File: config.mk
export PLATFORM = sky130hd
export DESIGN_NAME = nearest_heater_heat_lookup
export DESIGN_NICKNAME = d
export VERILOG_FILES = /design/src/hdl/nhhl_pkg.sv /design/src/hdl/nearest_heater_heat_lookup.sv /design/src/hdl/nhhl_ctrl.sv /design/src/hdl/nhhl_datapath.sv
export VERILOG_INCLUDE_DIRS = /design/src /design/src/hdl
export SDC_FILE = /design/constraint.sdc
export NUM_CORES = 1
export LEC_CHECK = 0
export ABC_AREA = 1
export BUFFER_PORTS_ARGS = -buffer_cell sky130_fd_sc_hd__buf_4
export CORE_ASPECT_RATIO = 0.5
export CORE_MARGIN = 2
export CORE_UTILIZATION = 60
export DETAILED_ROUTE_END_ITERATION = 12
export GPL_TIMING_DRIVEN = 0
export PLACE_DENSITY = 0.8
export SYNTH_ARGS = -nofsm -noshare
export SYNTH_HDL_FRONTEND = slang
export SYNTH_SLANG_ARGS = --single-unit
File: constraint.sdc
create_clock -name clk -period 13.1 [get_ports clk]
set_input_delay 0.655 -clock clk [delete_from_list [all_inputs] [get_ports clk]]
set_output_delay 0.655 -clock clk [all_outputs]
set_load 0.05 [all_outputs]
File: src/hdl/nearest_heater_heat_lookup_defines.svh
// Assertion macros shared by the nearest-heater lookup RTL.
// Included by nhhl_ctrl and nhhl_datapath; no other dependencies.
`ifndef NEAREST_HEATER_HEAT_LOOKUP_DEFINES_SVH
`define NEAREST_HEATER_HEAT_LOOKUP_DEFINES_SVH

`ifndef SYNTHESIS

// Check that cons holds in the same cycle as ante
`define NHHL_ASSERT_SAME(lbl, clk, rst_n, ante, cons) \
    lbl: assert property (@(posedge clk) disable iff (!rst_n) (ante) |-> (cons)) \
        else $error("nhhl: same-cycle check failed");

// Check that cons holds in the cycle after ante
`define NHHL_ASSERT_NEXT(lbl, clk, rst_n, ante, cons) \
    lbl: assert property (@(posedge clk) disable iff (!rst_n) (ante) |=> (cons)) \
        else $error("nhhl: next-cycle check failed");

// Check that expr never holds
`define NHHL_ASSERT_NEVER(lbl, clk, rst_n, expr) \
    lbl: assert property (@(posedge clk) disable iff (!rst_n) !(expr)) \
        else $error("nhhl: forbidden condition seen");

`else

`define NHHL_ASSERT_SAME(lbl, clk, rst_n, ante, cons)
`define NHHL_ASSERT_NEXT(lbl, clk, rst_n, ante, cons)
`define NHHL_ASSERT_NEVER(lbl, clk, rst_n, expr)

`endif

`endif

File: src/hdl/nhhl_pkg.sv
// Types, constants and the falloff table of the nearest-heater lookup.
// Used by nhhl_ctrl, nhhl_datapath and the top level; no dependencies.
package nhhl_pkg;

    localparam int MAX_HEATERS_DEF   = 16;
    localparam int COORD_WIDTH_DEF   = 8;
    localparam int POWER_W           = 16;
    localparam int COEF_W            = 7;
    localparam int HEAT_W            = POWER_W + COEF_W;
    localparam int INDEX_W           = 4;
    localparam int CFG_W             = 5;
    localparam int FALLOFF_REACH     = 6;
    localparam logic [CFG_W-1:0] NUM_HEATERS_RESET = 5'd10;

    // Request kinds
    localparam logic ACT_LOAD  = 1'b0;
    localparam logic ACT_QUERY = 1'b1;

    typedef enum logic [3:0] {
        ST_IDLE   = 4'b0001,
        ST_SCAN   = 4'b0010,
        ST_DRAIN  = 4'b0100,
        ST_FINISH = 4'b1000
    } nhhl_state_t;

    // Controller to datapath
    typedef struct packed {
        logic load_wr;
        logic query_start;
        logic rd_en;
        logic finish;
    } nhhl_cmd_t;

    // Datapath to controller
    typedef struct packed {
        logic pipe_busy;
        logic out_free;
    } nhhl_sts_t;

    // Table slot index width, at least one bit
    function automatic int idx_width(input int n);
        return (n > 1) ? $clog2(n) : 1;
    endfunction

    // Falloff coefficient in hundredths by Chebyshev distance and diagonal flag
    function automatic logic [COEF_W-1:0] falloff_coef(input logic [2:0] m,
                                                       input logic diag);
        logic [COEF_W-1:0] c;
        unique case (m)
            3'd0:    c = 7'd100;
            3'd1:    c = 7'd85;
            3'd2:    c = diag ? 7'd75 : 7'd85;
            3'd3:    c = 7'd75;
            3'd4:    c = diag ? 7'd65 : 7'd75;
            3'd5:    c = diag ? 7'd60 : 7'd65;
            3'd6:    c = diag ? 7'd0  : 7'd60;
            default: c = 7'd0;
        endcase
        return c;
    endfunction

endpackage

File: src/hdl/nearest_heater_heat_lookup.sv
// Nearest-heater heat lookup. A load request (action 0) writes one heater
// slot and leaves the block idle. A query request (action 1) reads the
// first num_heaters slots (clamped to 1..MAX_HEATERS) from the heater
// table, one slot per cycle through its single read port, and keeps the
// nearest by squared distance (lowest slot on ties); the answer is the
// heater's power times the falloff coefficient in hundredths. A query
// occupies the block through the table scan, a two-stage distance pipe
// (read and distance stages) and the write of the output register.
// The result sits in an output register, so a waiting result blocks only
// the completion of the following query. Reading a slot never loaded gives
// undefined fields.
// Depends on nhhl_pkg, nhhl_ctrl and nhhl_datapath.

module nearest_heater_heat_lookup
    import nhhl_pkg::*;
#(
    parameter int MAX_HEATERS = MAX_HEATERS_DEF,
    parameter int COORD_WIDTH = COORD_WIDTH_DEF
)
(
    input  logic                   clk,
    input  logic                   rst_n,
    input  logic                   cfg_valid,
    output logic                   cfg_ready,
    input  logic [CFG_W-1:0]       num_heaters,
    input  logic                   in_valid,
    output logic                   in_stall,
    input  logic                   action,
    input  logic [INDEX_W-1:0]     heater_index,
    input  logic [COORD_WIDTH-1:0] heater_x,
    input  logic [COORD_WIDTH-1:0] heater_y,
    input  logic [POWER_W-1:0]     heater_power,
    input  logic [COORD_WIDTH-1:0] point_x,
    input  logic [COORD_WIDTH-1:0] point_y,
    output logic                   out_valid,
    input  logic                   out_stall,
    output logic [HEAT_W-1:0]      heat_hundredths,
    output logic [INDEX_W-1:0]     nearest_index
);

    localparam int IDX_W = idx_width(MAX_HEATERS);

    nhhl_cmd_t        cmd;
    nhhl_sts_t        sts;
    logic [IDX_W-1:0] rd_addr;

    nhhl_ctrl #(
        .MAX_HEATERS (MAX_HEATERS)
    ) u_ctrl (
        .clk         (clk),
        .rst_n       (rst_n),
        .in_valid    (in_valid),
        .in_stall    (in_stall),
        .action      (action),
        .cfg_valid   (cfg_valid),
        .cfg_ready   (cfg_ready),
        .num_heaters (num_heaters),
        .sts         (sts),
        .cmd         (cmd),
        .rd_addr     (rd_addr)
    );

    nhhl_datapath #(
        .MAX_HEATERS (MAX_HEATERS),
        .COORD_WIDTH (COORD_WIDTH)
    ) u_datapath (
        .clk             (clk),
        .rst_n           (rst_n),
        .cmd             (cmd),
        .rd_addr         (rd_addr),
        .heater_index    (heater_index),
        .heater_x        (heater_x),
        .heater_y        (heater_y),
        .heater_power    (heater_power),
        .point_x         (point_x),
        .point_y         (point_y),
        .sts             (sts),
        .out_valid       (out_valid),
        .out_stall       (out_stall),
        .heat_hundredths (heat_hundredths),
        .nearest_index   (nearest_index)
    );

endmodule

File: src/hdl/nhhl_ctrl.sv
// Controller of the nearest-heater lookup: request sequencing, table scan
// counter and the num_heaters register. Depends on nhhl_pkg and the defines.
`include "nearest_heater_heat_lookup_defines.svh"

module nhhl_ctrl
    import nhhl_pkg::*;
#(
    parameter int MAX_HEATERS = MAX_HEATERS_DEF
)
(
    input  logic                              clk,
    input  logic                              rst_n,
    input  logic                              in_valid,
    output logic                              in_stall,
    input  logic                              action,
    input  logic                              cfg_valid,
    output logic                              cfg_ready,
    input  logic [CFG_W-1:0]                  num_heaters,
    input  nhhl_sts_t                         sts,
    output nhhl_cmd_t                         cmd,
    output logic [idx_width(MAX_HEATERS)-1:0] rd_addr
);

    localparam int IDX_W = idx_width(MAX_HEATERS);

    nhhl_state_t      state_reg, state_next;
    logic [IDX_W-1:0] cnt_reg, cnt_next;
    logic [CFG_W-1:0] num_reg;
    logic [IDX_W-1:0] last_idx;
    logic             accept;

    // Hold the search count; writes must come only while idle, which the block itself does not enforce
    assign cfg_ready = 1'b1;

    always_ff @(posedge clk or negedge rst_n)
    begin
        if (!rst_n)
        begin
            num_reg <= NUM_HEATERS_RESET;
        end
        else if (cfg_valid && cfg_ready)
        begin
            num_reg <= num_heaters;
        end
    end

    // Clamp the count to 1..MAX_HEATERS and take the last slot searched
    always_comb
    begin
        if (num_reg == '0)
        begin
            last_idx = '0;
        end
        else if (32'(num_reg) > MAX_HEATERS)
        begin
            last_idx = IDX_W'(MAX_HEATERS - 1);
        end
        else
        begin
            last_idx = IDX_W'(num_reg - 1'b1);
        end
    end

    assign in_stall = (state_reg != ST_IDLE);
    assign accept   = in_valid && !in_stall;
    assign rd_addr  = cnt_reg;

    // Sequence one request at a time
    always_comb
    begin
        state_next      = state_reg;
        cnt_next        = cnt_reg;
        cmd.load_wr     = 1'b0;
        cmd.query_start = 1'b0;
        cmd.rd_en       = 1'b0;
        cmd.finish      = 1'b0;
        unique case (state_reg)
            ST_IDLE:
            begin
                if (accept && action == ACT_LOAD)
                begin
                    cmd.load_wr = 1'b1;
                end
                else if (accept && action == ACT_QUERY)
                begin
                    cmd.query_start = 1'b1;
                    cnt_next        = '0;
                    state_next      = ST_SCAN;
                end
            end
            ST_SCAN:
            begin
                cmd.rd_en = 1'b1;
                if (cnt_reg == last_idx)
                begin
                    state_next = ST_DRAIN;
                end
                else
                begin
                    cnt_next = cnt_reg + IDX_W'(1);
                end
            end
            ST_DRAIN:
            begin
                if (!sts.pipe_busy)
                begin
                    state_next = ST_FINISH;
                end
            end
            ST_FINISH:
            begin
                if (sts.out_free)
                begin
                    cmd.finish = 1'b1;
                    state_next = ST_IDLE;
                end
            end
            default:
            begin
                state_next = ST_IDLE;
            end
        endcase
    end

    always_ff @(posedge clk or negedge rst_n)
    begin
        if (!rst_n)
        begin
            state_reg <= ST_IDLE;
            cnt_reg   <= '0;
        end
        else
        begin
            state_reg <= state_next;
            cnt_reg   <= cnt_next;
        end
    end

    `NHHL_ASSERT_NEXT(a_query_starts_scan, clk, rst_n, cmd.query_start, state_reg == ST_SCAN)
    `NHHL_ASSERT_SAME(a_scan_in_range, clk, rst_n, state_reg == ST_SCAN, cnt_reg <= last_idx)
    `NHHL_ASSERT_SAME(a_finish_after_drain, clk, rst_n, cmd.finish, !sts.pipe_busy)

endmodule

File: src/hdl/nhhl_datapath.sv
// Datapath of the nearest-heater lookup: heater table memory, distance
// pipeline, running minimum and heat output register. Depends on nhhl_pkg.
`include "nearest_heater_heat_lookup_defines.svh"

module nhhl_datapath
    import nhhl_pkg::*;
#(
    parameter int MAX_HEATERS = MAX_HEATERS_DEF,
    parameter int COORD_WIDTH = COORD_WIDTH_DEF
)
(
    input  logic                              clk,
    input  logic                              rst_n,
    input  nhhl_cmd_t                         cmd,
    input  logic [idx_width(MAX_HEATERS)-1:0] rd_addr,
    input  logic [INDEX_W-1:0]                heater_index,
    input  logic [COORD_WIDTH-1:0]            heater_x,
    input  logic [COORD_WIDTH-1:0]            heater_y,
    input  logic [POWER_W-1:0]                heater_power,
    input  logic [COORD_WIDTH-1:0]            point_x,
    input  logic [COORD_WIDTH-1:0]            point_y,
    output nhhl_sts_t                         sts,
    output logic                              out_valid,
    input  logic                              out_stall,
    output logic [HEAT_W-1:0]                 heat_hundredths,
    output logic [INDEX_W-1:0]                nearest_index
);

    localparam int IDX_W = idx_width(MAX_HEATERS);
    localparam int ENT_W = 2 * COORD_WIDTH + POWER_W;
    localparam int DST_W = 2 * COORD_WIDTH + 1;

    logic [ENT_W-1:0]       table_mem [MAX_HEATERS];
    logic                   wr_en;
    logic [IDX_W-1:0]       wr_addr;

    logic [COORD_WIDTH-1:0] px_reg, py_reg;

    // Read stage
    logic [ENT_W-1:0]       rd_data_reg;
    logic [IDX_W-1:0]       s0_idx_reg;
    logic                   s0_vld_reg;

    // Distance stage
    logic [COORD_WIDTH-1:0] hx, hy, ax, ay;
    logic [POWER_W-1:0]     hp;
    logic [DST_W-1:0]       d_next;
    logic [DST_W-1:0]       d_reg;
    logic [COORD_WIDTH-1:0] ax_reg, ay_reg;
    logic [POWER_W-1:0]     pw_reg;
    logic [IDX_W-1:0]       s1_idx_reg;
    logic                   s1_vld_reg;

    // Running minimum
    logic                   take;
    logic [DST_W-1:0]       best_d_reg;
    logic [COORD_WIDTH-1:0] best_ax_reg, best_ay_reg;
    logic [POWER_W-1:0]     best_pw_reg;
    logic [IDX_W-1:0]       best_idx_reg;

    // Result
    logic                   near;
    logic [COORD_WIDTH-1:0] cheb;
    logic [COEF_W-1:0]      coef;
    logic [HEAT_W-1:0]      heat_next;
    logic [HEAT_W-1:0]      heat_reg;
    logic [INDEX_W-1:0]     nidx_reg;
    logic                   out_valid_reg;

    // Write a heater entry; drop slots beyond the table
    assign wr_en   = cmd.load_wr && (32'(heater_index) < MAX_HEATERS);
    assign wr_addr = IDX_W'(heater_index);

    always_ff @(posedge clk)
    begin
        if (wr_en)
        begin
            table_mem[wr_addr] <= {heater_x, heater_y, heater_power};
        end
        if (cmd.rd_en)
        begin
            rd_data_reg <= table_mem[rd_addr];
            s0_idx_reg  <= rd_addr;
        end
    end

    // Hold the queried point
    always_ff @(posedge clk)
    begin
        if (cmd.query_start)
        begin
            px_reg <= point_x;
            py_reg <= point_y;
        end
    end

    // Squared distance of the entry just read
    assign {hx, hy, hp} = rd_data_reg;
    assign ax     = (px_reg > hx) ? px_reg - hx : hx - px_reg;
    assign ay     = (py_reg > hy) ? py_reg - hy : hy - py_reg;
    assign d_next = (DST_W'(ax) * DST_W'(ax)) + (DST_W'(ay) * DST_W'(ay));

    always_ff @(posedge clk)
    begin
        if (s0_vld_reg)
        begin
            d_reg      <= d_next;
            ax_reg     <= ax;
            ay_reg     <= ay;
            pw_reg     <= hp;
            s1_idx_reg <= s0_idx_reg;
        end
    end

    // Advance the pipeline valid flags
    always_ff @(posedge clk or negedge rst_n)
    begin
        if (!rst_n)
        begin
            s0_vld_reg <= 1'b0;
            s1_vld_reg <= 1'b0;
        end
        else
        begin
            s0_vld_reg <= cmd.rd_en;
            s1_vld_reg <= s0_vld_reg;
        end
    end

    // Keep the nearest so far; strict compare leaves ties with the lower slot
    assign take = s1_vld_reg && ((s1_idx_reg == '0) || (d_reg < best_d_reg));

    always_ff @(posedge clk)
    begin
        if (take)
        begin
            best_d_reg   <= d_reg;
            best_ax_reg  <= ax_reg;
            best_ay_reg  <= ay_reg;
            best_pw_reg  <= pw_reg;
            best_idx_reg <= s1_idx_reg;
        end
    end

    // Falloff coefficient and heat of the nearest heater
    assign near = (best_ax_reg <= COORD_WIDTH'(FALLOFF_REACH))
               && (best_ay_reg <= COORD_WIDTH'(FALLOFF_REACH));
    assign cheb = (best_ax_reg > best_ay_reg) ? best_ax_reg : best_ay_reg;
    assign coef = near ? falloff_coef(cheb[2:0], best_ax_reg == best_ay_reg) : '0;
    assign heat_next = HEAT_W'(best_pw_reg) * HEAT_W'(coef);

    always_ff @(posedge clk)
    begin
        if (cmd.finish)
        begin
            heat_reg <= heat_next;
            nidx_reg <= INDEX_W'(best_idx_reg);
        end
    end

    // Hold the result until taken
    always_ff @(posedge clk or negedge rst_n)
    begin
        if (!rst_n)
        begin
            out_valid_reg <= 1'b0;
        end
        else if (cmd.finish)
        begin
            out_valid_reg <= 1'b1;
        end
        else if (!out_stall)
        begin
            out_valid_reg <= 1'b0;
        end
    end

    assign sts.pipe_busy  = s0_vld_reg || s1_vld_reg;
    assign sts.out_free   = !out_valid_reg || !out_stall;
    assign out_valid      = out_valid_reg;
    assign heat_hundredths = heat_reg;
    assign nearest_index  = nidx_reg;

    `NHHL_ASSERT_SAME(a_no_overwrite, clk, rst_n, cmd.finish, !out_valid_reg || !out_stall)
    `NHHL_ASSERT_NEXT(a_pipe_advance, clk, rst_n, s0_vld_reg, s1_vld_reg)
    `NHHL_ASSERT_SAME(a_result_from_finish, clk, rst_n, $rose(out_valid_reg), $past(cmd.finish))

endmodule

==> out/qor.csv, run 1 <==
metric,value,unit
status,"complete, but fails checks",
violations,design-rule violations,
nNetsFinal,3517,
grt.total_usage,0.2945,
num-fill-cells,4037,
area_growth,11.47,%
dp_slack,5802,ps
numClockSinks,713,
async_reset_ff_frac,0.02244,
synth_top_area_share,0.5889,
rsz0062_at_grt,no,
htree_levels,2,
clkTransAtPathRegs,80,ps
gp_congestion,0.9349,
seq_area_frac_synth,0.6003,
multi_input_area,0.01252,mm^2
cts_setup_buffers,0,
period_share,0.5626,
cts-root-buf,clkbuf_16,
drive_gt1_frac,0.09531,
drv_cap,0,
vias_per_cell,6.072,
drc,2,
synth_mux_area_frac,0,
largest_register_ffs,512,
dr_total_vias,24184,
synth.net_count,3344,
fin_ws,5730,ps
seq_area,0.02134,mm^2
use_met2,0.4749,
drt-initial-drc-count,3112,
ys_types,55,
layout_common_cells,"697 x edfxtp_1, 416 x nand2_1, 338 x inv_1",
cts_tree,done,
cts_made_buffers,58,
yosys.area.top_type,edfxtp_1,
hold_viol_final,0,
slew_headroom,0.3512,
synthAdderAreaFrac,0.1381,
synth-xor-area-share,0.01630,
first_pass_iters,11,
crit_type,reg2reg,
critPathSlowestCell,o21ai_0,
start_util,0.6036,
clockBufferDepth,3,
synth_top_family_by_area,adder cells,
io_buffer_count,90,
synth_compound_area_frac,0.08277,
hpwl,61150,um
dieArea,0.06131,mm^2
grtUsageMet3,0.07174,
hold_slack,183.8,ps
wl_per_cell,22.67,um
period_minus_slack,7370,ps
grt_util_met1,0.3873,
synth-edff-count,697,
placementRows,63,
finalMaxSlewViolations,0,
clock_skew,46.77,ps
synthSimpleGateAreaFrac,0.1111,
finalSetupViolations,0,
worstMarginPinSlew,973.1,ps
gr-total-overflow,0,
synth_seq_cells,713,
synth_warnings,0,
cp_data_arrival_time,7810,ps
die_height,176.1,um
busiest_layer,met2,
hp-class,in2reg,
ant_nets,0,
worstSkewPairLatency,650,ps
fmax,135.7,MHz
final_common_cell,edfxtp_1,
critPathCaptureType,flip-flop,
grt_pass1_vias,24218,
path_common_cell,nand2_1,
netlist_instances,2978,
synth_area,0.03554,mm^2
grt_max_degree,43,
wl,90290,um
dieWidth,348.2,um
setup_tns,0,ps
start_kind,flip-flop,
grt_antenna_before_repair,5,
cpPeakStageDelay,590,ps
crit_fanout,9,
cp.required,13540,ps
synth_ff_type,edfxtp_1,
coreArea,0.05888,mm^2
syn_area_per_cell,11.93,um^2
finalCoreUtilization,0.6728,
grt_pass1_wl,136500,um
synth_area_leaders,"edfxtp_1 59%, fa_1 8.4%, ha_1 5.4%",
ios,93,
[metal layers]
metal,vias up,wire [um]
met4,0,3995
li1,10684,-
met1,11523,33280
met2,1656,41410
met5,-,0
met3,321,11600
[kinds of logic after synthesis]
group	count (synthesis)
and+or+nand+nor	913
buffers and inverters	471
DFF	713
other	1
xor gates and xnor gates	64
adders and majority gates	303
AOI/OAI and AO/OA	513
[repair_timing]
action | 4_1_cts | 5_1_grt
setup endpoints to repair | 0 | 0
resized for setup | 0 | 0
endpoints found under the hold margin | 13 | 0
hold buffers | 1 | 0
[cells in the mapped netlist, types with 20 or more instances]
cell      count
a21oi_1     162
a221oi_1     35
nand4_1      43
fa_1        149
nor2_1      280
xor2_1       52
nand2_1     416
inv_1       338
nand3_1     101
o21ai_0     214
o22ai_1      37
edfxtp_1    697
ha_1        154
o221ai_1     31
nand2_2      20
clkbuf_1     86
[path summary, 6_finish.rpt]
check	startpoint	to	slack, ps	cells after the start
worst max-delay path	u_datapath.py_reg[5]	u_datapath.d_reg[16]	5730	31
max in group asynchronous	rst_n	u_ctrl.state_reg[0]	12390	2
worst max register to register	u_datapath.py_reg[5]	u_datapath.d_reg[16]	5730	31
worst min-delay path	point_x[3]	u_datapath.px_reg[3]	180	1
worst min register to register	u_datapath.ay_reg[6]	u_datapath.best_ay_reg[6]	410	0
min in group asynchronous	rst_n	u_ctrl.rd_addr[3]	440	2
[worst max-delay path: cells and delay by family (launching register included)]
family,cells,cell delay [ps]
AOI/OAI and AO/OA,4,980
xor gates and xnor gates,1,220
adders and majority gates,8,3630
buffers and inverters,6,700
DFF,1,420
and+or+nand+nor,12,1230
[area by class of cell]
cell class / count / area share
flip-flops and latches: 713 / 0.5386
multi-input cells: 1794 / 0.3161
clock buffers: 75 / 0.03929
inverters: 354 / 0.03354
repair buffers: 113 / 0.02858
well taps: 780 / 0.02464
plain buffers: 117 / 0.01248
clock inverters: 34 / 0.006664
diodes: 3 / 0.0001895
[stage by stage]
stage | std cells | instance area, um^2
CTS | 3980 | 39610
detailed placement | 3870 | 37780
global route | 3982 | 39610
global placement | 3848 | 37190
floorplan | 2978 | 35540
finish | 3983 | 39620
Power of run 1 is not shown: default switching activity piles up to over one toggle a cycle in this logic, so the estimate is an artifact.
==> run 2: changes to the inputs <==
Clock period 13.1 ns to 7.3 ns, I/O delays scaled along.
==> out/qor.csv, run 2 (synthesized netlist as in run 1, its figures left out) <==
metric,value,unit
status,"complete, no violations",
area_growth,12.69,%
wl,91540,um
dr_total_vias,24432,
die_height,176.1,um
wl_per_cell,22.79,um
met1_length,33500,um
wl_met2,42360,um
layout_common_cells,"697 x edfxtp_1, 410 x nand2_1, 335 x inv_1",
hold_viol_final,0,
dieArea,0.06131,mm^2
critPathCaptureType,flip-flop,
num-fill-cells,3963,
vias_per_cell,6.084,
largest_register_ffs,512,
fmax,141.7,MHz
io_buffer_count,90,
dr_wl_met3,11770,um
numClockSinks,713,
hp-class,in2reg,
cts-root-buf,clkbuf_16,
drv_cap,0,
finalSetupViolations,0,
clockBufferDepth,3,
coreArea,0.05888,mm^2
cp_num_buf_inv,7,
cp.required,7730,ps
routed.top_layer,met5,
nNetsFinal,3551,
drive_gt1_frac,0.1061,
finalMaxSlewViolations,0,
grt_pass1_vias,24391,
final_common_cell,edfxtp_1,
cts_tree,done,
crit_fanout,6,
gr-total-overflow,0,
ant_nets,0,
clock_skew,46.16,ps
critical_path.top_delay_family,adder cells,
period_minus_slack,7057,ps
htree_levels,2,
drc,0,
grt_max_degree,43,
placementRows,63,
worstMarginPinSlew,975.5,ps
clkTransAtPathRegs,70,ps
setup_tns,0,ps
grt_antenna_before_repair,5,
ios,93,
grt_pass1_wl,137400,um
post-place-cells,3870,
finalNonFillerCells,4016,
cp_data_arrival_time,7490,ps
start_kind,flip-flop,
grt.total_usage,0.2965,
worstSkewPairLatency,640,ps
cpPeakStageDelay,550,ps
cts_made_buffers,58,
first_pass_iters,6,
crit_type,reg2reg,
dieWidth,348.2,um
gp_congestion,0.9349,
start_util,0.6036,
slew_headroom,0.3496,
critPathSlowestCell,fa_1,
drt-initial-drc-count,3215,
period_share,0.9667,
path_common_cell,nand2_1,
hpwl,61150,um
[run 2: repair_timing]
action	in CTS	in global routing
hold buffers	22	1
endpoints found under the setup margin	1	8
setup buffers	0	10
hold endpoints to repair	37	1
resized for setup	1	37
pin swaps	0	5
gates cloned	0	2
[run 2: per-layer routing]
layer | up-vias | track usage
met1 | 11684 | 0.3870
met2 | 1711 | 0.4791
met4 | 4 | 0.1266
li1 | 10737 | -
met3 | 296 | 0.07417
met5 | - | 0
[run 2: through the flow]
stage	cell area (um^2)	worst slack (ps)	utilization	hold slack (ps)
2_1_floorplan	35540	731.8	-	69.41
3_3_place_gp	37190	72.75	0.6316	244.0
3_5_place_dp	37780	2.414	0.6416	248.0
4_1_cts	39820	12.04	0.6762	1.175
5_1_grt	40050	-30.99	0.6801	28.61
6_report	40050	243.3	0.6801	15.06
[run 2: worst paths after layout]
path,from,end,slack (ps),depth (start not counted)
max in group asynchronous,rst_n,u_ctrl.state_reg[0],6870,2
worst min-delay path,heater_x[2],u_datapath.table_mem[14][26],20,1
min in group asynchronous,rst_n,u_ctrl.num_reg[4],150,2
worst min register to register,u_datapath.ay_reg[6],u_datapath.best_ay_reg[6],410,0
worst max register to register,u_datapath.px_reg[0],u_datapath.d_reg[16],240,33
worst max-delay path,u_datapath.px_reg[0],u_datapath.d_reg[16],240,33
[run 2: cell type report]
class,instances,area [um^2],area share
inverters,354,1336,0.03337
clock buffers,75,1556,0.03887
multi-input cells,1795,12650,0.3158
flip-flops and latches,713,21340,0.5327
repair inverters,1,5.005,0.0001250
well taps,780,975.9,0.02437
diodes,2,5.005,0.0001250
clock inverters,34,264.0,0.006592
plain buffers,117,494.2,0.01234
repair buffers,145,1428,0.03565
Power of run 2 is left out for the same reason.
